==> config.mk <==
export PLATFORM = sky130hd
export DESIGN_NAME = sha256_byte_stream_hash
export DESIGN_NICKNAME = d
export VERILOG_FILES = /design/src/design/sha256_pkg.sv /design/src/design/sha256_sched.sv /design/src/design/sha256_core.sv /design/src/design/sha256_byte_stream_hash.sv
export SDC_FILE = /design/constraint.sdc
export NUM_CORES = 2
export LEC_CHECK = 0
export BUFFER_PORTS_ARGS = -buffer_cell sky130_fd_sc_hd__clkbuf_2
export CORE_AREA = 2 2 530 532
export CTS_CLUSTER_DIAMETER = 40
export DETAILED_ROUTE_END_ITERATION = 10
export DIE_AREA = 0 0 532 534
export PLACE_DENSITY = 0.52
export SYNTH_ARGS = -nofsm -noshare
export SYNTH_HDL_FRONTEND = slang
export SYNTH_SLANG_ARGS = --single-unit
==> constraint.sdc <==
create_clock -name clk_i -period 24.9 [get_ports clk_i]
set_input_delay 3.735 -clock clk_i [delete_from_list [all_inputs] [get_ports clk_i]]
set_output_delay 3.735 -clock clk_i [all_outputs]
set_load 0.005 [all_outputs]
==> src/design/sha256_pkg.sv <==
// ----------------------------------------------------------------------------
// SHA-256 package
// Shared constants, types and round functions for the byte stream hash.
// ----------------------------------------------------------------------------
package sha256_pkg;

  typedef logic [31:0] word_t;

  function automatic word_t init_hash(input logic [2:0] idx);
    word_t r;
    unique case (idx)
      3'd0: r = 32'h6a09e667;
      3'd1: r = 32'hbb67ae85;
      3'd2: r = 32'h3c6ef372;
      3'd3: r = 32'ha54ff53a;
      3'd4: r = 32'h510e527f;
      3'd5: r = 32'h9b05688c;
      3'd6: r = 32'h1f83d9ab;
      default: r = 32'h5be0cd19;
    endcase
    return r;
  endfunction

  function automatic word_t round_k(input logic [5:0] idx);
    word_t k [64];
    k = '{
      32'h428a2f98, 32'h71374491, 32'hb5c0fbcf, 32'he9b5dba5,
      32'h3956c25b, 32'h59f111f1, 32'h923f82a4, 32'hab1c5ed5,
      32'hd807aa98, 32'h12835b01, 32'h243185be, 32'h550c7dc3,
      32'h72be5d74, 32'h80deb1fe, 32'h9bdc06a7, 32'hc19bf174,
      32'he49b69c1, 32'hefbe4786, 32'h0fc19dc6, 32'h240ca1cc,
      32'h2de92c6f, 32'h4a7484aa, 32'h5cb0a9dc, 32'h76f988da,
      32'h983e5152, 32'ha831c66d, 32'hb00327c8, 32'hbf597fc7,
      32'hc6e00bf3, 32'hd5a79147, 32'h06ca6351, 32'h14292967,
      32'h27b70a85, 32'h2e1b2138, 32'h4d2c6dfc, 32'h53380d13,
      32'h650a7354, 32'h766a0abb, 32'h81c2c92e, 32'h92722c85,
      32'ha2bfe8a1, 32'ha81a664b, 32'hc24b8b70, 32'hc76c51a3,
      32'hd192e819, 32'hd6990624, 32'hf40e3585, 32'h106aa070,
      32'h19a4c116, 32'h1e376c08, 32'h2748774c, 32'h34b0bcb5,
      32'h391c0cb3, 32'h4ed8aa4a, 32'h5b9cca4f, 32'h682e6ff3,
      32'h748f82ee, 32'h78a5636f, 32'h84c87814, 32'h8cc70208,
      32'h90befffa, 32'ha4506ceb, 32'hbef9a3f7, 32'hc67178f2};
    return k[idx];
  endfunction

  function automatic word_t ror(input word_t x, input int unsigned n);
    return (x >> n) | (x << (32 - n));
  endfunction

  function automatic word_t ssig0(input word_t x);
    return ror(x, 7) ^ ror(x, 18) ^ (x >> 3);
  endfunction

  function automatic word_t ssig1(input word_t x);
    return ror(x, 17) ^ ror(x, 19) ^ (x >> 10);
  endfunction

  function automatic word_t bsig0(input word_t x);
    return ror(x, 2) ^ ror(x, 13) ^ ror(x, 22);
  endfunction

  function automatic word_t bsig1(input word_t x);
    return ror(x, 6) ^ ror(x, 11) ^ ror(x, 25);
  endfunction

endpackage

==> src/design/sha256_sched.sv <==
// ----------------------------------------------------------------------------
// SHA-256 message schedule
// Sixteen-word sliding window that yields one schedule word per round.
// ----------------------------------------------------------------------------
module sha256_sched (
  input  logic                    clk_i,
  input  logic                    advance_i,
  input  logic                    load_i,
  input  sha256_pkg::word_t       load_word_i,
  output sha256_pkg::word_t       w_o
);

  sha256_pkg::word_t win_q [16];
  sha256_pkg::word_t nxt;

  assign w_o = win_q[0];
  assign nxt = win_q[0] + sha256_pkg::ssig0(win_q[1]) + win_q[9]
             + sha256_pkg::ssig1(win_q[14]);

  always_ff @(posedge clk_i) begin
    if (load_i) begin
      for (int i = 0; i < 15; i++) win_q[i] <= win_q[i+1];
      win_q[15] <= load_word_i;
    end else if (advance_i) begin
      for (int i = 0; i < 15; i++) win_q[i] <= win_q[i+1];
      win_q[15] <= nxt;
    end
  end

endmodule

==> src/design/sha256_core.sv <==
// ----------------------------------------------------------------------------
// SHA-256 compression core
// Loads a block from the byte memory, runs 64 rounds, updates the chain.
// ----------------------------------------------------------------------------
module sha256_core (
  input  logic              clk_i,
  input  logic              rst_ni,
  input  logic              start_i,
  input  logic              reinit_i,
  output logic              busy_o,
  output logic [5:0]        rd_addr_o,
  input  logic [7:0]        rd_data_i,
  input  logic [2:0]        hidx_i,
  output sha256_pkg::word_t hword_o
);

  localparam logic [1:0] StIdle  = 2'd0;
  localparam logic [1:0] StLoad  = 2'd1;
  localparam logic [1:0] StRound = 2'd2;
  localparam logic [1:0] StFold  = 2'd3;

  logic [1:0]        st_q, st_d;
  logic [6:0]        cnt_q, cnt_d;
  sha256_pkg::word_t h_q [8];
  sha256_pkg::word_t v_q [8];
  logic [23:0]       acc_q;
  logic              ld_q;
  logic              ld_word;
  sha256_pkg::word_t w;
  sha256_pkg::word_t t1, t2;

  assign busy_o    = (st_q != StIdle);
  assign rd_addr_o = cnt_q[5:0];
  assign hword_o   = h_q[hidx_i];
  assign ld_word   = ld_q && (cnt_q[1:0] == 2'd0);

  sha256_sched u_sched (
    .clk_i      (clk_i),
    .advance_i  (st_q == StRound),
    .load_i     (ld_word),
    .load_word_i({acc_q, rd_data_i}),
    .w_o        (w)
  );

  assign t1 = v_q[7] + sha256_pkg::bsig1(v_q[4])
            + ((v_q[4] & v_q[5]) ^ (~v_q[4] & v_q[6]))
            + sha256_pkg::round_k(cnt_q[5:0]) + w;
  assign t2 = sha256_pkg::bsig0(v_q[0])
            + ((v_q[0] & v_q[1]) ^ (v_q[0] & v_q[2]) ^ (v_q[1] & v_q[2]));

  always_comb begin
    st_d  = st_q;
    cnt_d = cnt_q;
    unique case (st_q)
      StIdle: begin
        if (start_i) begin
          st_d  = StLoad;
          cnt_d = '0;
        end
      end
      StLoad: begin
        cnt_d = cnt_q + 7'd1;
        if (cnt_q == 7'd64) begin
          st_d  = StRound;
          cnt_d = '0;
        end
      end
      StRound: begin
        cnt_d = cnt_q + 7'd1;
        if (cnt_q == 7'd63) st_d = StFold;
      end
      default: st_d = StIdle;
    endcase
  end

  always_ff @(posedge clk_i or negedge rst_ni) begin
    if (!rst_ni) begin
      st_q  <= StIdle;
      cnt_q <= '0;
      ld_q  <= 1'b0;
      for (int i = 0; i < 8; i++) h_q[i] <= sha256_pkg::init_hash(3'(i));
    end else begin
      st_q  <= st_d;
      cnt_q <= cnt_d;
      ld_q  <= (st_q == StLoad) && (cnt_q != 7'd64);
      if (reinit_i) begin
        for (int i = 0; i < 8; i++) h_q[i] <= sha256_pkg::init_hash(3'(i));
      end else if (st_q == StFold) begin
        for (int i = 0; i < 8; i++) h_q[i] <= h_q[i] + v_q[i];
      end
    end
  end

  always_ff @(posedge clk_i) begin
    if (ld_q) acc_q <= {acc_q[15:0], rd_data_i};
    if (st_q == StLoad && cnt_q == 7'd64) begin
      for (int i = 0; i < 8; i++) v_q[i] <= h_q[i];
    end else if (st_q == StRound) begin
      v_q[0] <= t1 + t2;
      v_q[1] <= v_q[0];
      v_q[2] <= v_q[1];
      v_q[3] <= v_q[2];
      v_q[4] <= v_q[3] + t1;
      v_q[5] <= v_q[4];
      v_q[6] <= v_q[5];
      v_q[7] <= v_q[6];
    end
  end

endmodule

==> src/design/sha256_byte_stream_hash.sv <==
// ----------------------------------------------------------------------------
// SHA-256 byte stream hash
// Byte-wide message in, eight 32-bit digest words out per message.
// ----------------------------------------------------------------------------
// channel  dir  tdata                      tuser / tlast
// s_axis   in   [7:0] data_byte            tuser: byte_present, tlast: end
// m_axis   out  [31:0] digest_word         tuser: word_index, tlast: last_word
// Bytes enter one per cycle while s_axis_tready is high; a full block
// stalls input while the core loads it, runs 64 rounds and folds. An end
// beat writes padding one byte per cycle, compresses one or two blocks,
// then streams 8 digest words held while m_axis_tready is low. Async reset.
// ----------------------------------------------------------------------------
module sha256_byte_stream_hash (
  input  logic        clk_i,
  input  logic        rst_ni,
  input  logic        s_axis_tvalid,
  output logic        s_axis_tready,
  input  logic [7:0]  s_axis_tdata,   // [7:0] data_byte
  input  logic        s_axis_tuser,   // [0] byte_present
  input  logic        s_axis_tlast,   // end_of_message
  output logic        m_axis_tvalid,
  input  logic        m_axis_tready,
  output logic [31:0] m_axis_tdata,   // [31:0] digest_word
  output logic [2:0]  m_axis_tuser,   // [2:0] word_index
  output logic        m_axis_tlast    // last_word
);

  localparam logic [2:0] StIn   = 3'd0;
  localparam logic [2:0] StComp = 3'd1;
  localparam logic [2:0] StPad  = 3'd2;
  localparam logic [2:0] StOut  = 3'd3;
  localparam logic [2:0] StWait = 3'd4;

  logic [2:0]  st_q, st_d;
  logic        fin_q, fin_d;
  logic        lenok_q, lenok_d;
  logic        last_q, last_d;
  logic        eom_q, eom_d;
  logic [5:0]  fill_q, fill_d;
  logic [63:0] bits_q, bits_d;
  logic [63:0] len_q;
  logic [2:0]  oidx_q, oidx_d;
  logic [7:0]  mem [64];
  logic [7:0]  rd_q;
  logic        we;
  logic [7:0]  wd;
  logic [5:0]  rd_addr;
  logic        start, reinit, busy;
  logic [7:0]  pad_byte;
  sha256_pkg::word_t hword;

  always_ff @(posedge clk_i) begin
    if (we) mem[fill_q] <= wd;
    rd_q <= mem[rd_addr];
  end

  sha256_core u_core (
    .clk_i    (clk_i),
    .rst_ni   (rst_ni),
    .start_i  (start),
    .reinit_i (reinit),
    .busy_o   (busy),
    .rd_addr_o(rd_addr),
    .rd_data_i(rd_q),
    .hidx_i   (oidx_q),
    .hword_o  (hword)
  );

  always_comb begin
    pad_byte = 8'h00;
    if (!fin_q) pad_byte = 8'h80;
    else if (lenok_q && fill_q >= 6'd56) pad_byte = len_q[{~fill_q[2:0], 3'b111} -: 8];
  end

  assign s_axis_tready = (st_q == StIn);
  assign m_axis_tvalid = (st_q == StOut);
  assign m_axis_tdata  = hword;
  assign m_axis_tuser  = oidx_q;
  assign m_axis_tlast  = (oidx_q == 3'd7);

  always_comb begin
    st_d    = st_q;
    fin_d   = fin_q;
    lenok_d = lenok_q;
    last_d  = last_q;
    eom_d   = eom_q;
    fill_d  = fill_q;
    bits_d  = bits_q;
    oidx_d  = oidx_q;
    we      = 1'b0;
    wd      = s_axis_tdata;
    start   = 1'b0;
    reinit  = 1'b0;
    unique case (st_q)
      StIn: begin
        if (s_axis_tvalid) begin
          if (s_axis_tuser) begin
            we     = 1'b1;
            fill_d = fill_q + 6'd1;
            bits_d = bits_q + 64'd8;
            if (fill_q == 6'd63) begin
              start = 1'b1;
              eom_d = s_axis_tlast;
              st_d  = StComp;
            end else if (s_axis_tlast) begin
              st_d = StPad;
            end
          end else if (s_axis_tlast) begin
            st_d = StPad;
          end
        end
      end
      StPad: begin
        we     = 1'b1;
        wd     = pad_byte;
        fin_d  = 1'b1;
        fill_d = fill_q + 6'd1;
        if (!fin_q && fill_q <= 6'd55) lenok_d = 1'b1;
        if (fill_q == 6'd63) begin
          start = 1'b1;
          st_d  = StComp;
          if (lenok_q) last_d = 1'b1;
          else lenok_d = 1'b1;
        end
      end
      StComp: begin
        st_d = StWait;
      end
      StWait: begin
        if (!busy) begin
          if (last_q) begin
            st_d   = StOut;
            oidx_d = '0;
          end else if (eom_q || fin_q) begin
            eom_d = 1'b0;
            st_d  = StPad;
          end else begin
            st_d = StIn;
          end
        end
      end
      StOut: begin
        if (m_axis_tready) begin
          oidx_d = oidx_q + 3'd1;
          if (oidx_q == 3'd7) begin
            reinit  = 1'b1;
            fin_d   = 1'b0;
            lenok_d = 1'b0;
            last_d  = 1'b0;
            bits_d  = '0;
            st_d    = StIn;
          end
        end
      end
      default: st_d = StIn;
    endcase
  end

  always_ff @(posedge clk_i or negedge rst_ni) begin
    if (!rst_ni) begin
      st_q    <= StIn;
      fin_q   <= 1'b0;
      lenok_q <= 1'b0;
      last_q  <= 1'b0;
      eom_q   <= 1'b0;
      fill_q  <= '0;
      bits_q  <= '0;
      oidx_q  <= '0;
    end else begin
      st_q    <= st_d;
      fin_q   <= fin_d;
      lenok_q <= lenok_d;
      last_q  <= last_d;
      eom_q   <= eom_d;
      fill_q  <= fill_d;
      bits_q  <= bits_d;
      oidx_q  <= oidx_d;
    end
  end

  always_ff @(posedge clk_i) begin
    if (st_q == StIn && s_axis_tvalid && s_axis_tlast) begin
      len_q <= bits_q + (s_axis_tuser ? 64'd8 : 64'd0);
    end
  end

endmodule
[Yosys cells after proc, flatten, opt, wreduce, memory -nomap -nowiden]
Memory sizes are Yosys's and may differ from the RTL's. A register that Yosys moved wholly into a read port is not among the register bits.
Cells that the tools add are included.
Storage, ports and cells
  memories kept: 4
  memory bits (writable): 1280
  input port bits: 14
  register bits after elaboration: 434
  memory bits (read-only): 2048
Memory list
  (name not given): words 64, bits a word 32, rd ports 1, clocked after memory_dff 0, write ports 0, line sha256_pkg.sv:43  | return k[idx];
  mem: words 64, bits a word 8, rd ports 1, clocked after memory_dff 1, write ports 1, line sha256_byte_stream_hash.sv:43  | logic [7:0] mem [64];
  u_core.u_sched.win_q: words 16, bits a word 32, rd ports 16, clocked after memory_dff 0, write ports 16, line sha256_sched.sv:13  | sha256_pkg::word_t win_q [16];
  u_core.v_q: words 8, bits a word 32, rd ports 8, clocked after memory_dff 0, write ports 8, line sha256_core.sv:25  | sha256_pkg::word_t v_q [8];
Operators by class
  reduce and logical (&&, ||, !) cells: 29
  equal/unequal tests: 26
  multiplexer cells: 103
  bitwise operators: 54
  order comparisons: 4
  shifts and indexed selects: 1
  add/subtract/negate cells: 23
Operator list (count)
  32-bit two-way mux: 28
  32-bit adder: 18
  256-bit two-way mux: 2
  32-bit XOR: 9
  64-bit two-way mux: 4
  32-bit AND: 5
  64-bit case mux with 2 select lines: 1
  32-bit binary-select mux with 3-bit select: 1
  71-bit by 7-bit variable part select with 8-bit output: 1
  64-bit by 4-bit adder with 64-bit output: 1
  64-bit by 4-bit adder with 64-bit output (second input constant): 1
  3-bit two-way mux: 11
  1-bit two-way mux: 32
  32-bit NOT: 1
  10-bit by 32-bit bitwise OR with 32-bit output: 1
  13-bit by 32-bit bitwise OR with 32-bit output: 1
  14-bit by 32-bit bitwise OR with 32-bit output: 1
  15-bit by 32-bit bitwise OR with 32-bit output: 1
  19-bit by 32-bit bitwise OR with 32-bit output: 1
  21-bit by 32-bit bitwise OR with 32-bit output: 1
  25-bit by 32-bit bitwise OR with 32-bit output: 1
  26-bit by 32-bit bitwise OR with 32-bit output: 1
  30-bit by 32-bit bitwise OR with 32-bit output: 1
  7-bit by 32-bit bitwise OR with 32-bit output: 1
  other kinds (47): 115

[Logic depth before layout (Yosys ltp)]
An unclocked memory read counts as a cell.
  word-level depth: 10
  depth in mapped cells: 44
  mapped depth without buffers: 38

[Hierarchy]
Synthesis repeated with hierarchy kept, for this count alone.
Unflattened totals
  cell total of the unflattened synthesis: 7769
  area total of the unflattened synthesis: 95889.5 sq um
Modules (own cells, without submodules)
  sha256_core: sequential area each 15234.6 sq um, cells each 4904, area each 47747.0 sq um, times used 1
  sha256_byte_stream_hash: sequential area each 19293.5 sq um, cells each 1691, area each 27650.3 sq um, times used 1
  sha256_sched: sequential area each 15374.7 sq um, cells each 1174, area each 20492.2 sq um, times used 1

[Worst setup path before layout]
No wires, ideal clock.
  path kind: reg2reg
  from: register u_core.cnt_q[1]
  to: memory u_core.u_sched.win_q[0][0] (netlist bit), enable pin
  stages on the path, launching flop included: 11
  arrival time: 10.891 ns
  slack: 10.377 ns
  required time: 21.268 ns
  buffers on the path: 6
  library setup time: 3.632 ns
  cells stage by stage: dfrtp_1 -> clkbuf_1 -> inv_2 -> buf_2 -> buf_1 -> clkbuf_1 -> ha_1 -> clkbuf_1 -> nand2_1 -> clkbuf_1 -> nand2_1
RTL lines
  start, declared: line sha256_core.sv:23  | logic [6:0] cnt_q, cnt_d;
  start signal, assigned: line sha256_core.sv:84  | cnt_q <= cnt_d;
  end, declared: line sha256_sched.sv:13

==> qor.yml <==
layout:
  finalNonFillerCells: 11591
  drive_gt1_share_pct: 17.5
  final_util_pct: 39.4
  final_net_count: 8212
  syn_to_final_growth_pct: 16.6
critical_path:
  path_buf_inv: 3
  timing.critical_path.mode_cell: "a21oi_1"
  crit_type: "reg2reg"
  cp.arrival_ps: 11430
  reg2reg_depth: 34
  slowest_delay_ps: 940
  r2r-start: "u_core.cnt_q[3]"
  cp_max_fo: 79
  crit_path_end_kind: "register"
  critPathLaunchType: "register"
  crit_slowest_cell: "o21ai_0"
  crit_required_ps: 25520
  critPathTopFamily: "compound AO/OA/AOI/OAI gates"
  r2r_slack_ps: 14090
  rr_endpoint: "u_core.v_q[0][30]"
place:
  dp.cells: 11003
  dp_hpwl_mm: 207
  place_congestion: 0.922
  io_buffers: 51
cts:
  clk-insertion-delay-late_ps: 890
  cts_tree: "done"
  post_cts_resized: 0
  cts.sinks: 1716
  ctsRootBufferMaster: "clkbuf_16"
  cts_max_level: 5
  path_clk_slew_ps: 50
  postCtsSetupBuffers: 0
  cts_hold_buf: 0
  clock_path_buffers: 4
  cts-buffers-inserted: 317
synthesis:
  synth.most_common_cell: "edfxtp_1"
  synth_area_per_cell_um2: 12.6
  synth_mux_area_share_pct: 10.3
  yosys_most_used_dff: "edfxtp_1"
  synth_cell_type_count: 99
  synthAdderAreaFrac_pct: 9.75
  synth-simple-area-share_pct: 8.10
  synth_edf_count: 1365
  netlist_instances: 7489
  synth_xor_area_share_pct: 6.17
  syn_area_mm2: 0.0942
  yosysSeqAreaShare_pct: 53.0
  synth_area_leader_cell: "edfxtp_1"
  syn-num-nets: 8103
  synth_common_cells: "1,365 x edfxtp_1, 596 x nor2_1, 476 x xnor2_1"
  ys_ff_latch: 1716
  ys_top_cells_by_area: "edfxtp_1 44%, dfrtp_1 5.5%, ha_1 5.4%, mux4_2 5.2%, xnor2_1 4.4%"
  synth-async-reset-ratio_pct: 20.0
  synth_compound_area_share_pct: 10.2
  synth_top_family_by_area: "multiplexers"
  synth_top_area_share_pct: 43.5
  ys_warn_count: 0
routing:
  drt_iter0_drc: 5495
  antenna_left: 0
  first_pass_iters: 7
  routed_wl_mm: 291
  via_per_inst: 5.36
  wl_per_cell_um: 25.1
  vias: 62157
  drt_drc_violations_left: 0
sta:
  timing.fmax_mhz: 92.5
  hold_viol: 0
  hold_ws_ps: 393
  fin_worst_skew_ps: 66.6
  min_period_ps: 10810
  rsz0062_at_grt: "no"
  final.setup.tns_ps: 0
  timing.slew.headroom_pct: 18.9
  drv_slew: 0
  tightest_slew_ps: 1200
  setup_viol: 0
  timing.final.crit_share_pct: 43.4
global_routing:
  antenna_found_initial: 6
  grt_pass1_vias: 61298
  grt_usage_pct: 20.0
  grt_max_degree: 175
  grt_pass1_wl_mm: 427
  grt_overflow_total: 0
floorplan:
  die_height_um: 534
  dieWidth_um: 532
  die-area_mm2: 0.284
  start_util_pct: 33.8
  boundaryPins: 52
  core-area_mm2: 0.278
  rows: 194
outcome:
  status: "completed"
power_and_ir_drop:
  power_mw: 7.59
  combPwrFrac_pct: 0.5
  clock_power_share_pct: 58.9
  switchingPower_mw: 1.61
  swShare_pct: 21.2
  internal_power_mw: 5.98
  ir_drop_v: 0.0000691
  p_seq_share_pct: 40.6
  power_density_mw_per_mm2: 69.1
  leakagePower_nw: 40.2
min_path:
  holdPathStages: 0
  hold_end: "u_core.u_sched.win_q[0][240]"
  min_from: "u_core.u_sched.win_q[0][272]"
  hp-class: "reg2reg"
job:
  cap_viol_max_count: 0
-- layout by cell type, fill, tap and decap left out, drive strengths merged, types with 18 or more instances in the layout --
| cell type | count |
|---|---|
| a21o | 186 |
| o21bai | 41 |
| ha | 405 |
| nor4 | 18 |
| mux4 | 217 |
| and3 | 48 |
| edfxtp | 1365 |
| o211ai | 38 |
| a21boi | 18 |
| nand2 | 475 |
| nand4 | 58 |
| o22ai | 23 |
| dfrtp | 207 |
| a211o | 25 |
| or3 | 42 |
| a211oi | 60 |
| nor2 | 597 |
| fa | 195 |
| dfstp | 136 |
| nor2b | 62 |
| clkbuf | 428 |
| maj3 | 21 |
| mux2i | 157 |
| bufinv | 43 |
| o21ai | 406 |
| xnor2 | 476 |
| o31ai | 36 |
| nor3 | 99 |
| clkinv | 104 |
| xor2 | 187 |
| inv | 310 |
| a21oi | 448 |
| a31oi | 41 |
| buf | 87 |
| clkinvlp | 29 |
| nand2b | 75 |
| mux2 | 285 |
| o21a | 65 |
| nand3 | 120 |
-- final cells by class --
class                           instances  area, µm²
Antenna cell                            1       2.50
Timing Repair Buffer                  137        961
Clock inverter                        209       2750
Tap cell                             3724       4660
Clock buffer                          378       8420
Fill cell                           26212     169000
Multi-Input combinational cell       5149      42100
Inverter                              277       1040
Sequential cell                      1716      49900
-- sequential cells by signal (all words and copies together) (netlist names) --
register / flops
st_q: 3
last_q: 1
lenok_q: 1
fin_q: 1
m_axis_tuser: 3
u_core.acc_q: 24
u_core.ld_q: 1
len_q: 61
mem: 512
u_core.v_q: 256
rd_q: 8
bits_q: 61
u_core.u_sched.win_q: 512
eom_q: 1
u_core.h_q: 256
u_core.cnt_q: 7
u_core.st_q: 2
fill_q: 6
-- how the worst max path moves through the flow --
stage / end / slack, ps / startpoint / cells after the start
3_3_place_gp: u_core.v_q[0][30] / 14270 / u_core.cnt_q[0] / 33
5_1_grt: u_core.v_q[0][30] / 13610 / u_core.cnt_q[0] / 33
3_5_place_dp: u_core.v_q[0][30] / 14260 / u_core.cnt_q[0] / 33
2_1_floorplan: u_core.u_sched.win_q[0][0] / 10380 / u_core.cnt_q[1] / 10
6_report: u_core.v_q[0][30] / 14090 / u_core.cnt_q[3] / 34
4_1_cts: u_core.v_q[0][30] / 14230 / u_core.cnt_q[0] / 33
-- cells by family after synthesis --
family / count (synthesis)
fa+ha+maj: 621
flops: 1716
compound gates: 1534
xor+xnor: 663
mux: 659
simple gates: 1672
buf+inv: 624
-- per-layer routing --
metal	track usage (%)	part of all wire, %
met5	0	0
met4	5.62	2.7
met3	2.78	5.3
met1	29.0	46
met2	31.4	46
-- power by group through the flow --
stage                     clock network (mW)  registers (mW)  logic [mW]
final                                   4.47            3.08      0.0360
after global routing                    4.69            3.08      0.0403
after CTS                               4.56            3.08      0.0379
after detailed placement                   0            3.13      0.0379
after global placement                     0            3.13      0.0366
after floorplan                            0            3.13     0.00958
-- metrics by stage --
stage	setup WS, ps	cell area, µm²
floorplan	10380	94200
finish	14090	110000
detailed placement	14260	98600
global placement	14270	98600
global route	13610	110000
CTS	14230	110000
No activity file was read; power rests on OpenSTA's default activity.
